## src/sv/klv_timestamp_extractor_defines.svh

```systemverilog
// Assertion helpers shared by the extractor modules.
`ifndef KLV_TIMESTAMP_EXTRACTOR_DEFINES_SVH
`define KLV_TIMESTAMP_EXTRACTOR_DEFINES_SVH

// Same-cycle implication, disabled while reset is high.
`define KLVTS_ASSERT_IMPLY(name, ck, rs, ante, cons) \
  name: assert property (@(posedge ck) disable iff (rs) (ante) |-> (cons)) \
    else $error("klvts: same-cycle check failed");

// Next-cycle implication, disabled while reset is high.
`define KLVTS_ASSERT_NEXT(name, ck, rs, ante, cons) \
  name: assert property (@(posedge ck) disable iff (rs) (ante) |=> (cons)) \
    else $error("klvts: next-cycle check failed");

`endif

```

## src/sv/klvts_pkg.sv

```systemverilog
package klvts_pkg;

  // One byte of the local set value field.
  typedef struct packed {
    logic [7:0] data_byte;
    logic       last_byte;
  } klvts_in_t;

  // Per-packet report.
  typedef struct packed {
    logic [63:0] timestamp;
    logic        found;
  } klvts_out_t;

  localparam logic [7:0] TAG_RESET = 8'd2;

  // Walker phase codes; code 3 is unused and behaves as PH_TAG.
  localparam logic [1:0] PH_TAG = 2'd0;
  localparam logic [1:0] PH_LEN = 2'd1;
  localparam logic [1:0] PH_VAL = 2'd2;

endpackage

```

## src/sv/klvts_walker.sv

```systemverilog
`include "klv_timestamp_extractor_defines.svh"

module klvts_walker (
  input  logic                   clk,
  input  logic                   rst,
  input  logic                   accept,
  input  klvts_pkg::klvts_in_t   item,
  input  logic [7:0]             tag,
  output klvts_pkg::klvts_out_t  result
);
  import klvts_pkg::*;

  logic [1:0]  phase;
  logic [7:0]  bytes_left;
  logic        in_match;
  logic [63:0] accumulator;
  logic        match_seen;
  logic        match_done;

  logic [1:0]  phase_next;
  logic [7:0]  bytes_left_next;
  logic        in_match_next;
  logic [63:0] accumulator_next;
  logic        match_seen_next;
  logic        match_done_next;
  logic [7:0]  left_dec;

  assign left_dec = bytes_left - 8'd1;

  // Advance the tag/length/value walk by one byte.
  always_comb begin
    phase_next       = phase;
    bytes_left_next  = bytes_left;
    in_match_next    = in_match;
    accumulator_next = accumulator;
    match_seen_next  = match_seen;
    match_done_next  = match_done;
    unique case (phase)
      PH_LEN: begin
        bytes_left_next = item.data_byte;
        if (item.data_byte == 8'd0) begin
          phase_next = PH_TAG;
          if (in_match) begin
            match_done_next = 1'b1;
            in_match_next   = 1'b0;
          end
        end else begin
          phase_next = PH_VAL;
        end
      end
      PH_VAL: begin
        if (in_match) begin
          accumulator_next = {accumulator[55:0], item.data_byte};
        end
        bytes_left_next = left_dec;
        if (left_dec == 8'd0) begin
          phase_next = PH_TAG;
          if (in_match) begin
            match_done_next = 1'b1;
            in_match_next   = 1'b0;
          end
        end
      end
      default: begin
        if (!match_seen && !match_done && item.data_byte == tag) begin
          in_match_next   = 1'b1;
          match_seen_next = 1'b1;
        end
        phase_next = PH_LEN;
      end
    endcase
  end

  // Report reflects the state after this byte.
  assign result.found     = match_seen_next;
  assign result.timestamp = match_seen_next ? accumulator_next : 64'd0;

  // Hold state between transfers; clear packet state after the last byte.
  always_ff @(posedge clk) begin
    if (rst) begin
      phase       <= PH_TAG;
      bytes_left  <= 8'd0;
      in_match    <= 1'b0;
      accumulator <= 64'd0;
      match_seen  <= 1'b0;
      match_done  <= 1'b0;
    end else if (accept) begin
      if (item.last_byte) begin
        phase       <= PH_TAG;
        bytes_left  <= 8'd0;
        in_match    <= 1'b0;
        accumulator <= 64'd0;
        match_seen  <= 1'b0;
        match_done  <= 1'b0;
      end else begin
        phase       <= phase_next;
        bytes_left  <= bytes_left_next;
        in_match    <= in_match_next;
        accumulator <= accumulator_next;
        match_seen  <= match_seen_next;
        match_done  <= match_done_next;
      end
    end
  end

  `KLVTS_ASSERT_IMPLY(a_match_flags, clk, rst, in_match, match_seen && !match_done)
  `KLVTS_ASSERT_IMPLY(a_done_seen, clk, rst, match_done, match_seen)
  `KLVTS_ASSERT_IMPLY(a_match_phase, clk, rst, in_match, phase == PH_LEN || phase == PH_VAL)

endmodule

```

## src/sv/klv_timestamp_extractor.sv

```systemverilog
// The report for a packet is valid in the cycle after its last byte transfers.
// Throughput: one byte per cycle; the single-stage walker and output register set it.
// Bytes without the last mark never stall; a last byte stalls only while a report waits.
// Reset (rst, synchronous, active high) clears the walk state and the output valid,
// and returns the timestamp tag to 2.
`include "klv_timestamp_extractor_defines.svh"

module klv_timestamp_extractor (
  input  logic                   clk,
  input  logic                   rst,
  input  logic                   byte_valid,
  output logic                   byte_stall,
  input  klvts_pkg::klvts_in_t   byte_data,
  output logic                   result_valid,
  input  logic                   result_stall,
  output klvts_pkg::klvts_out_t  result_data,
  input  logic                   cfg_we,
  input  logic [7:0]             cfg_wdata
);
  import klvts_pkg::*;

  logic       accept;
  logic [7:0] tag;
  klvts_out_t walk_result;

  // Stall a packet end only while the previous report is held.
  assign byte_stall = byte_data.last_byte && result_valid && result_stall;
  assign accept     = byte_valid && !byte_stall;

  // Hold the configured tag.
  always_ff @(posedge clk) begin
    if (rst) begin
      tag <= TAG_RESET;
    end else if (cfg_we) begin
      tag <= cfg_wdata;
    end
  end

  klvts_walker u_walker (
    .clk    (clk),
    .rst    (rst),
    .accept (accept),
    .item   (byte_data),
    .tag    (tag),
    .result (walk_result)
  );

  // Output register: load on a packet end, drop after the transfer.
  always_ff @(posedge clk) begin
    if (rst) begin
      result_valid <= 1'b0;
    end else if (accept && byte_data.last_byte) begin
      result_valid <= 1'b1;
    end else if (!result_stall) begin
      result_valid <= 1'b0;
    end
  end

  always_ff @(posedge clk) begin
    if (accept && byte_data.last_byte) begin
      result_data <= walk_result;
    end
  end

  `KLVTS_ASSERT_IMPLY(a_stall_cause, clk, rst, byte_stall, result_valid && result_stall)
  `KLVTS_ASSERT_NEXT(a_end_reports, clk, rst, accept && byte_data.last_byte, result_valid)
  `KLVTS_ASSERT_NEXT(a_drain, clk, rst, result_valid && !result_stall && !(accept && byte_data.last_byte), !result_valid)
  `KLVTS_ASSERT_IMPLY(a_zero_miss, clk, rst, result_valid && !result_data.found, result_data.timestamp == 64'd0)

endmodule

```

## config.mk

```make
export PLATFORM = sky130hd
export DESIGN_NAME = klv_timestamp_extractor
export DESIGN_NICKNAME = d
export VERILOG_FILES = /design/src/sv/klvts_pkg.sv /design/src/sv/klvts_walker.sv /design/src/sv/klv_timestamp_extractor.sv
export VERILOG_INCLUDE_DIRS = /design/src /design/src/sv
export SDC_FILE = /design/constraint.sdc
export NUM_CORES = 1
export LEC_CHECK = 0
export BUFFER_PORTS_ARGS = -buffer_cell sky130_fd_sc_hd__buf_2
export CAP_MARGIN = 10
export CORE_ASPECT_RATIO = 0.6
export CORE_MARGIN = 10
export CORE_UTILIZATION = 50
export DETAILED_ROUTE_END_ITERATION = 10
export PLACE_DENSITY = 0.77
export SLEW_MARGIN = 20
export SYNTH_ARGS = -nofsm -noshare
export SYNTH_HDL_FRONTEND = slang
export SYNTH_SLANG_ARGS = --single-unit
```

## constraint.sdc

```tcl
create_clock -name clk -period 4.21 [get_ports clk]
set_input_delay 0.2105 -clock clk [delete_from_list [all_inputs] [get_ports clk]]
set_output_delay 0.2105 -clock clk [all_outputs]
set_load 0.02 [all_outputs]
```

==> impl_metrics.csv, run 1 <==
group,metric,value,unit
timing,hold_slack,38.26,ps
worst_setup_path,rrSetupSlack,1660,ps
layout,multi_input_area,2562,um2
synth,synth_warnings,0,
clock_network,clk_pin_slew,60,ps
placed_design,dpl.hpwl,10200,um
synth,synthSimpleGateAreaFrac,16.76,%
global_routing,grt_first_pass_wirelength,25150,um
layout,area_delta_synth_final,16.82,%
synth,ys_seq_area_share,56.76,%
hold_path,hp-start,"cfg_wdata[4]",
worst_setup_path,reg2reg_to,"u_walker.accumulator[28]",
layout,fill_cells,1054,
layout,fin_nets,746,
worst_setup_path,end_kind,"register",
route,viasPerCell,5.588,
worst_setup_path,crit_buf_inv,2,
timing,fin_crit_sh,60.69,%
synth,synth_xor_area_share,0.9472,%
die,die_h,108.1,um
timing,maxSlewHeadroom,34.39,%
synth,synth_cell_types,43,
synth,synth_adder_area_share,0.7732,%
worst_setup_path,cp_slowest_cell,"o21ai_4",
global_routing,overflow,0,
power,p_per_area,429.9,nW/um2
synth,yosysTopAreaCell,"edfxtp_1",
timing,tns,0,ps
clock_network,cts_buffer_depth,2,
clock_network,cts_tree,"done",
layout,regArea,3674,um2
worst_setup_path,reg2reg_from,"u_walker.phase[0]",
clock_network,cts_root_buf,"clkbuf_16",
timing,setup_ws,1655,ps
hold_path,min_path_type,"in2reg",
placed_design,placed_cell_area,6959,um2
die,core_area,12770,um2
worst_setup_path,crit_chain,"inv_1, ha_1, and2_2, o21ai_4, buf_4, a22oi_1, nor2_1",
synth,synth_top_area_share,30.16,%
power,p_total,3.250,mW
run_status,status,"finished, final reports clean",
layout,instances_no_fill,903,
route,final_antenna_net_count,0,
global_routing,grt_max_degree,66,
layout,final_area,7561,um2
synth,synth_nets,681,
run,drv_cap,0,
power,vdd_drop_max,342.2,uV
placed_design,gp_congestion,0.8485,
timing,tightest_slew,984.2,ps
synth,synth_edf_count,65,
die,die_w,166.9,um
synth,synth_area_leaders,"edfxtp_1 30%, dfxtp_1 27%, nand2_1 8.2%, a22oi_1 7.5%, a21oi_2 6.8%",
timing,hold_viol,0,
route,routed_wl,15690,um
synth,synth_compound_area_share,18.65,%
clock_network,clkSinkCount,151,
die,rows,32,
worst_setup_path,cp_slowest_stage_delay,530,ps
synth,synth-main-ff-cell,"dfxtp_1",
synth,mappedNetlistArea,6472,um2
synth,async_flop_share,0,%
synth,synth_top_family_by_area,"compound AO/OA/AOI/OAI gates",
synth,synthMuxAreaShare,1.875,%
worst_setup_path,crit_family,"compound AO/OA/AOI/OAI gates",
worst_setup_path,reg2regPathDepth,7,
timing,drv_slew,0,
clock_network,ctsHoldBuffers,0,
timing,rsz0062_at_grt,"no",
layout,diodes,0,
route,vias,5046,
clock_network,clk_latency,410,ps
timing,setup_viol,0,
die,ios,89,
clock_network,cts_resized,0,
route,wl_per_cell,17.38,um
timing,max_freq,0.3914,GHz
global_routing,groute.usage.overall,17.04,%
route,drc,0,
synth,syn_area_per_cell,9.882,um2
route,detail_route.first_pass.iterations,6,
timing,skew,6.870,ps
die,die_area,18050,um2
placed_design,dpl.cell_count,871,
hold_path,min_to,"tag[4]",
timing,final.min_clock_period,2555,ps
route,drt_iter0_drc,487,
worst_setup_path,cp.required,4560,ps
worst_setup_path,critPathMaxFanout,41,
clock_network,cts.htree.levels,4,
die,start_util,50.68,%
synth,synthCells,655,
worst_setup_path,startpoint_type,"register",
global_routing,antenna_found_initial,0,
placed_design,portBuffers,88,
hold_path,holdPathStages,3,
worst_setup_path,arrival,2900,ps
layout,utilization,59.20,%
clock_network,numCtsBuffers,17,
clock_network,post_cts_buffers,0,
worst_setup_path,path_class,"reg2reg",
global_routing,first_global_vias,4726,
layout,drive_gt1_share,26.19,%
synth,synth-seq-cells,151,
power,p_leak,2.507,nW
placed_design,post-place-ws,1571,ps
==> where the power goes <==
part | internal (mW) | switching (mW) | total [mW]
Clock | 0.893 | 0.604 | 1.50
Combinational | 0.0548 | 0.127 | 0.182
Sequential | 1.56 | 0.0151 | 1.57
==> kinds of logic (layout without fill, tap and decap cells) <==
family / after synthesis / in the layout
and+or+nand+nor: 261 / 261
xor gates and xnor gates: 7 / 7
adders and majority gates: 4 / 4
muxes: 12 / 12
DFF: 151 / 151
buffers and inverters: 59 / 137
AOI/OAI and AO/OA: 161 / 161
==> cell usage in the layout, fill, tap and decap left out, types with 3 or more instances in the layout <==
master,synthesis,layout
nand2_1,141,140
buf_2,9,88
nor2_1,87,86
dfxtp_1,86,86
a22oi_1,65,65
edfxtp_1,65,65
a21oi_2,50,50
a21oi_1,25,25
clkbuf_16,0,17
mux2i_1,11,11
inv_1,8,8
xnor2_1,7,7
nor3_1,6,6
o21ai_0,6,6
buf_4,1,5
nand3_1,4,4
inv_2,4,4
ha_1,4,4
o211ai_1,3,3
nor2b_1,3,3
nor4_1,3,3
clkinvlp_4,0,3
clkinv_4,0,3
clkinv_2,0,3
inv_6,0,3
==> tightest hold or removal path, cell delays in order <==
cell	delay [ps]
buf_2	80
mux2i_1	60
nor2_1	70
==> area by class of cell <==
type | count | share of cell area [%]
flip-flops and latches | 151 | 48.59
clock inverters | 14 | 1.986
inverters | 12 | 0.5957
clock buffers | 18 | 5.808
multi-input cells | 445 | 33.89
repair buffers | 93 | 6.321
well taps | 170 | 2.813
==> synthesized netlist by cell type (all sizes together) (4+ instances only) <==
cell and number:
nand2 141, inv 12, nor3 6, a21oi 75, clkbuf 28, dfxtp 86
buf 19, edfxtp 65, mux2i 11, nor2 87, a22oi 65, xnor2 7
ha 4, nand3 4, o21ai 9
==> per-layer routing <==
| metal | vias to the layer above | wire length (um) | track usage (%) |
|---|---|---|---|
| li1 | 2423 | - | - |
| met1 | 2410 | 7334 | 23.74 |
| met2 | 197 | 6823 | 24.75 |
| met3 | 16 | 1394 | 5.616 |
| met4 | 0 | 138 | 5.119 |
| met5 | - | 0 | 0 |
==> registers in the layout, summed over array words and instances, names as in the netlist <==
signal and count:
tag 8, u_walker.match_seen 1, u_walker.match_done 1, u_walker.accumulator 64, result_data 65, result_valid 1, u_walker.bytes_left 8, u_walker.phase 2
u_walker.in_match 1
==> how the worst max path moves through the flow <==
stage | startpoint | endpoint | slack, ps | depth (start not counted)
floorplan | result_valid | result_data[0] | 1670 | 2
global placement | u_walker.phase[0] | u_walker.accumulator[16] | 1680 | 6
detailed placement | u_walker.phase[0] | u_walker.accumulator[57] | 1570 | 6
CTS | u_walker.phase[0] | u_walker.accumulator[57] | 1550 | 6
global route | u_walker.phase[0] | u_walker.accumulator[22] | 1470 | 7
finish | u_walker.phase[0] | u_walker.accumulator[28] | 1660 | 7
(Power assumes the default switching activity.)
==> run 2: changes to the inputs <==
- clock period: 4.21 -> 2.7 ns (I/O delays scaled with it)
==> run 2 against run 1 <==
Clock power up 63%. Total power grew 60%. Largest cell class unchanged. Combinational power grew 67%. Non-clock buffer count is 17 higher. First-iteration DRC count grew 3.7%. Die area unchanged. Largest power group unchanged. Routed wire length is 6.6% higher. Sequential power up 56%. Core utilization increased by 1.7 points. Critical path type unchanged.
==> impl_metrics.csv, run 2 (synthesis results as in run 1) <==
group,metric,value,unit
timing,setup_viol,0,
worst_setup_path,cp.required,3050,ps
layout,fin_nets,763,
timing,fin_crit_sh,92.04,%
clock_network,cts.htree.levels,4,
worst_setup_path,crit_buf_inv,1,
timing,final.min_clock_period,2485,ps
clock_network,numCtsBuffers,17,
worst_setup_path,startpoint_type,"register",
worst_setup_path,end_kind,"register",
power,p_leak,2.602,nW
global_routing,overflow,0,
timing,max_freq,0.4024,GHz
worst_setup_path,crit_chain,"inv_1, ha_1, or3_1, nand2_1, nor2_1, o211ai_1, a21oi_1",
clock_network,cts_tree,"done",
global_routing,grt_max_degree,65,
layout,regArea,3674,um2
timing,skew,7.830,ps
clock_network,clk_latency,420,ps
layout,top_regs,"result_data (65), u_walker.accumulator (64)",
worst_setup_path,cp_slowest_stage_delay,590,ps
hold_path,min_path_type,"in2reg",
timing,tightest_slew,848.9,ps
layout,top_register,"result_data",
global_routing,grt_first_pass_wirelength,27000,um
placed_design,portBuffers,88,
route,wl_per_cell,18.17,um
clock_network,cts_root_buf,"clkbuf_16",
worst_setup_path,critPathMaxFanout,18,
die,rows,32,
worst_setup_path,arrival,2840,ps
timing,hold_viol,0,
route,drc,0,
route,final_antenna_net_count,0,
die,core_area,12770,um2
die,ios,89,
route,detail_route.first_pass.iterations,5,
worst_setup_path,crit_family,"simple AND/OR/NAND/NOR gates",
worst_setup_path,cp_slowest_cell,"ha_1",
clock_network,clk_pin_slew,60,ps
layout,final_area,7777,um2
timing,setup_ws,214.9,ps
route,drt_iter0_drc,505,
die,start_util,50.68,%
worst_setup_path,path_class,"reg2reg",
power,vdd_drop_max,473.4,uV
layout,diodes,0,
global_routing,first_global_vias,5048,
layout,largest_register_ffs,65,
die,die_h,108.1,um
power,p_per_area,668.2,nW/um2
placed_design,placed_cell_area,7077,um2
layout,drive_gt1_share,26.53,%
route,vias,5201,
global_routing,groute.usage.overall,18.36,%
placed_design,dpl.hpwl,11230,um
clock_network,cts_buffer_depth,2,
global_routing,antenna_found_initial,0,
timing,maxSlewHeadroom,43.40,%
run,drv_cap,0,
route,viasPerCell,5.653,
route,routed_wl,16720,um
placed_design,gp_congestion,0.8355,
layout,layout_commonest_cell,"nand2_1",
timing,drv_slew,0,
die,die_area,18050,um2
placed_design,post-place-ws,239.1,ps
layout,multi_input_area,2550,um2
run_status,status,"finished, final reports clean",
layout,area_delta_synth_final,20.16,%
timing,rsz0062_at_grt,"no",
timing,tns,0,ps
die,die_w,166.9,um
layout,layout_common_cells,"140 x nand2_1, 88 x buf_2, 86 x nor2_1, 86 x dfxtp_1",
clock_network,clkSinkCount,151,
layout,fill_cells,1051,
## run 2: worst min-delay path, delay by kind of cell
kind	cells	cell delay [ps]
buffers and inverters	1	140
AO/OA/AOI/OAI	1	80
AND/OR/NAND/NOR	1	80
## run 2: report_power, final
part	switching [mW]	total, mW	internal [mW]
clock network	0.954	2.44	1.49
logic	0.205	0.304	0.0986
registers	0.0259	2.45	2.43
## run 2: area by class of cell
cell class              instances  area share [%]
inverters                      12          0.5792
repair buffers                110           8.816
flip-flops and latches        151           47.23
clock buffers                  18           5.647
well taps                     170           2.735
multi-input cells             445           32.79
clock inverters                14           2.204
## run 2: final timing paths
check | startpoint | to | slack (ps) | depth (start not counted)
worst max-delay path | u_walker.phase[0] | u_walker.bytes_left[5] | 210 | 7
worst min-delay path | byte_valid | result_valid | 60 | 3
worst max register to register | u_walker.phase[0] | u_walker.bytes_left[5] | 210 | 7
worst min register to register | u_walker.accumulator[56] | u_walker.accumulator[56] | 500 | 2
## run 2: per-layer routing
layer | global-route usage [%] | wire, um
met1 | 25.25 | 7876
met2 | 27.91 | 7412
met3 | 4.638 | 1304
met4 | 5.993 | 127
met5 | 0 | 0
## run 2: timing repair
action / CTS / global route
setup buffers: 0 / 0
resized for setup: 0 / 0
hold buffers: 9 / 0
endpoints found under the hold margin: 9 / 0
## run 2: stage by stage
stage	util (%)	instances	power, mW	hold slack, ps
2_1_floorplan	-	655	2.681	265.4
3_3_place_gp	55.19	878	2.788	368.0
3_5_place_dp	55.41	879	2.794	379.6
4_1_cts	60.89	920	5.224	46.89
5_1_grt	60.89	920	5.369	76.97
6_report	60.89	920	5.197	60.45
==> run 3: changes to the inputs <==
- HOLD_SLACK_MARGIN: default -> 0.08
==> run 3 against run 2 <==
Total power is 0.15% higher. Core utilization increased by 0.24 points. Die area did not move. Clock power about the same. Worst setup slack got worse by 15 ps. Routed wire length shrank 0.27%. Clock-buffer cell count did not move. Critical path depth grew 3. Register-to-register slack about the same. Via count barely moved. Critical path type is now in2reg. Highest routed layer unchanged.
==> impl_metrics.csv, run 3 (synthesis results as in run 1) <==
group,metric,value,unit
run_status,status,"finished, final reports clean",
placed_design,placed_cell_area,7077,um2
placed_design,dpl.cell_count,879,
layout,final_area,7807,um2
clock_network,cts_root_buf,"clkbuf_16",
clock_network,clk_pin_slew,60,ps
layout,diodes,0,
clock_network,clk_latency,420,ps
layout,fin_nets,766,
die,die_w,166.9,um
power,p_total,5.205,mW
route,wl_met2,7429,um
clock_network,cts_tree,"done",
layout,top_regs,"result_data (65), u_walker.accumulator (64)",
die,die_h,108.1,um
route,detail_route.first_pass.iterations,7,
timing,tightest_slew,839.2,ps
placed_design,gp_congestion,0.8355,
run,drv_cap,0,
timing,max_freq,0.4000,GHz
route,dr_wl_met3,1239,um
route,top_layer,"met4",
die,ios,89,
clock_network,cts_buffer_depth,2,
timing,rsz0062_at_grt,"no",
worst_setup_path,end_kind,"register",
global_routing,groute.usage.overall,18.39,%
timing,tns,0,ps
power,vdd_drop_max,478.1,uV
global_routing,overflow,0,
worst_setup_path,startpoint_type,"primary input",
power,p_per_area,666.7,nW/um2
timing,setup_viol,0,
clock_network,cts.htree.levels,4,
layout,top_register,"result_data",
global_routing,grt_first_pass_wirelength,27050,um
power,p_leak,2.613,nW
clock_network,cts_resized,0,
layout,drive_gt1_share,26.43,%
route,wirelength_met1,7847,um
layout,fill_cells,1052,
power,switchingPower,1.190,mW
route,final_antenna_net_count,0,
worst_setup_path,path_class,"in2reg",
die,rows,32,
route,viasPerCell,5.632,
route,drt_iter0_drc,493,
layout,layout_commonest_cell,"nand2_1",
worst_setup_path,arrival,2660,ps
timing,maxSlewHeadroom,44.06,%
global_routing,grt_max_degree,65,
layout,largest_register_ffs,65,
clock_network,numCtsBuffers,17,
route,vias,5198,
clock_network,clkSinkCount,151,
layout,layout_common_cells,"140 x nand2_1, 88 x buf_2, 86 x nor2_1, 86 x dfxtp_1",
layout,utilization,61.13,%
global_routing,antenna_found_initial,0,
worst_setup_path,critPathMaxFanout,26,
route,wl_per_cell,18.07,um
timing,drv_slew,0,
global_routing,first_global_vias,5065,
timing,skew,8.183,ps
route,routed_wl,16670,um
layout,instances_no_fill,923,
timing,final.min_clock_period,2500,ps
hold_path,min_path_type,"in2reg",
timing,hold_slack,108.9,ps
power,switching_share,22.86,%
power,p_int,4.015,mW
power,p_comb_share,5.9,%
layout,regArea,3674,um2
placed_design,portBuffers,88,
timing,hold_viol,0,
timing,fin_crit_sh,92.60,%
layout,multi_input_area,2550,um2
placed_design,dpl.hpwl,11230,um
power,p_clk_share,47.0,%
power,seqPwrFrac,47.1,%
timing,setup_ws,199.8,ps
placed_design,post-place-ws,239.1,ps
route,drc,0,
die,start_util,50.68,%
die,core_area,12770,um2
die,die_area,18050,um2
layout,area_delta_synth_final,20.63,%
worst_setup_path,cp.required,2850,ps
## run 3: worst max-delay path: stages
cell           delay (ps)
dlygate4sd3_1         530
buf_2                 160
inv_1                  80
a222oi_1               80
nor4b_2               180
and2_1                200
nor2_4                520
buf_16                250
buf_4                 420
a21oi_1                70
## run 3: final cells by class
class | count | area share [%]
clock buffer | 18 | 5.625
clock inverter | 14 | 2.196
inverter | 12 | 0.5769
multi-input combinational | 445 | 32.66
sequential | 151 | 47.05
tap | 170 | 2.724
timing repair buffer | 113 | 9.167
## run 3: worst paths after layout
check,start,endpoint,slack (ps),depth (start not counted)
setup reg to reg,u_walker.phase[0],u_walker.bytes_left[5],220,7
hold / removal,byte_data[2],u_walker.accumulator[1],110,3
hold reg to reg,u_walker.accumulator[56],u_walker.accumulator[56],500,2
setup / recovery,byte_data[3],result_data[64],200,10
## run 3: power groups by stage
stage	Combinational [mW]	Sequential (mW)	Clock (mW)
after floorplan	0.129	2.55	0
after global placement	0.287	2.50	0
after detailed placement	0.291	2.50	0
after CTS	0.307	2.45	2.47
after global routing	0.332	2.46	2.58
final	0.306	2.45	2.44
## run 3: layer usage
| layer | global-route usage, % | vias to the layer above |
|---|---|---|
| met1 | 25.29 | 2515 |
| met5 | 0 | - |
| met3 | 4.638 | 19 |
| met4 | 5.993 | 0 |
| li1 | - | 2463 |
| met2 | 27.97 | 201 |
## run 3: what timing repair did
| item | in CTS | in global routing |
|---|---|---|
| endpoints found under the hold margin | 11 | 0 |
| setup buffers | 0 | 0 |
| setup endpoints to repair | 0 | 0 |
| hold buffers | 12 | 0 |
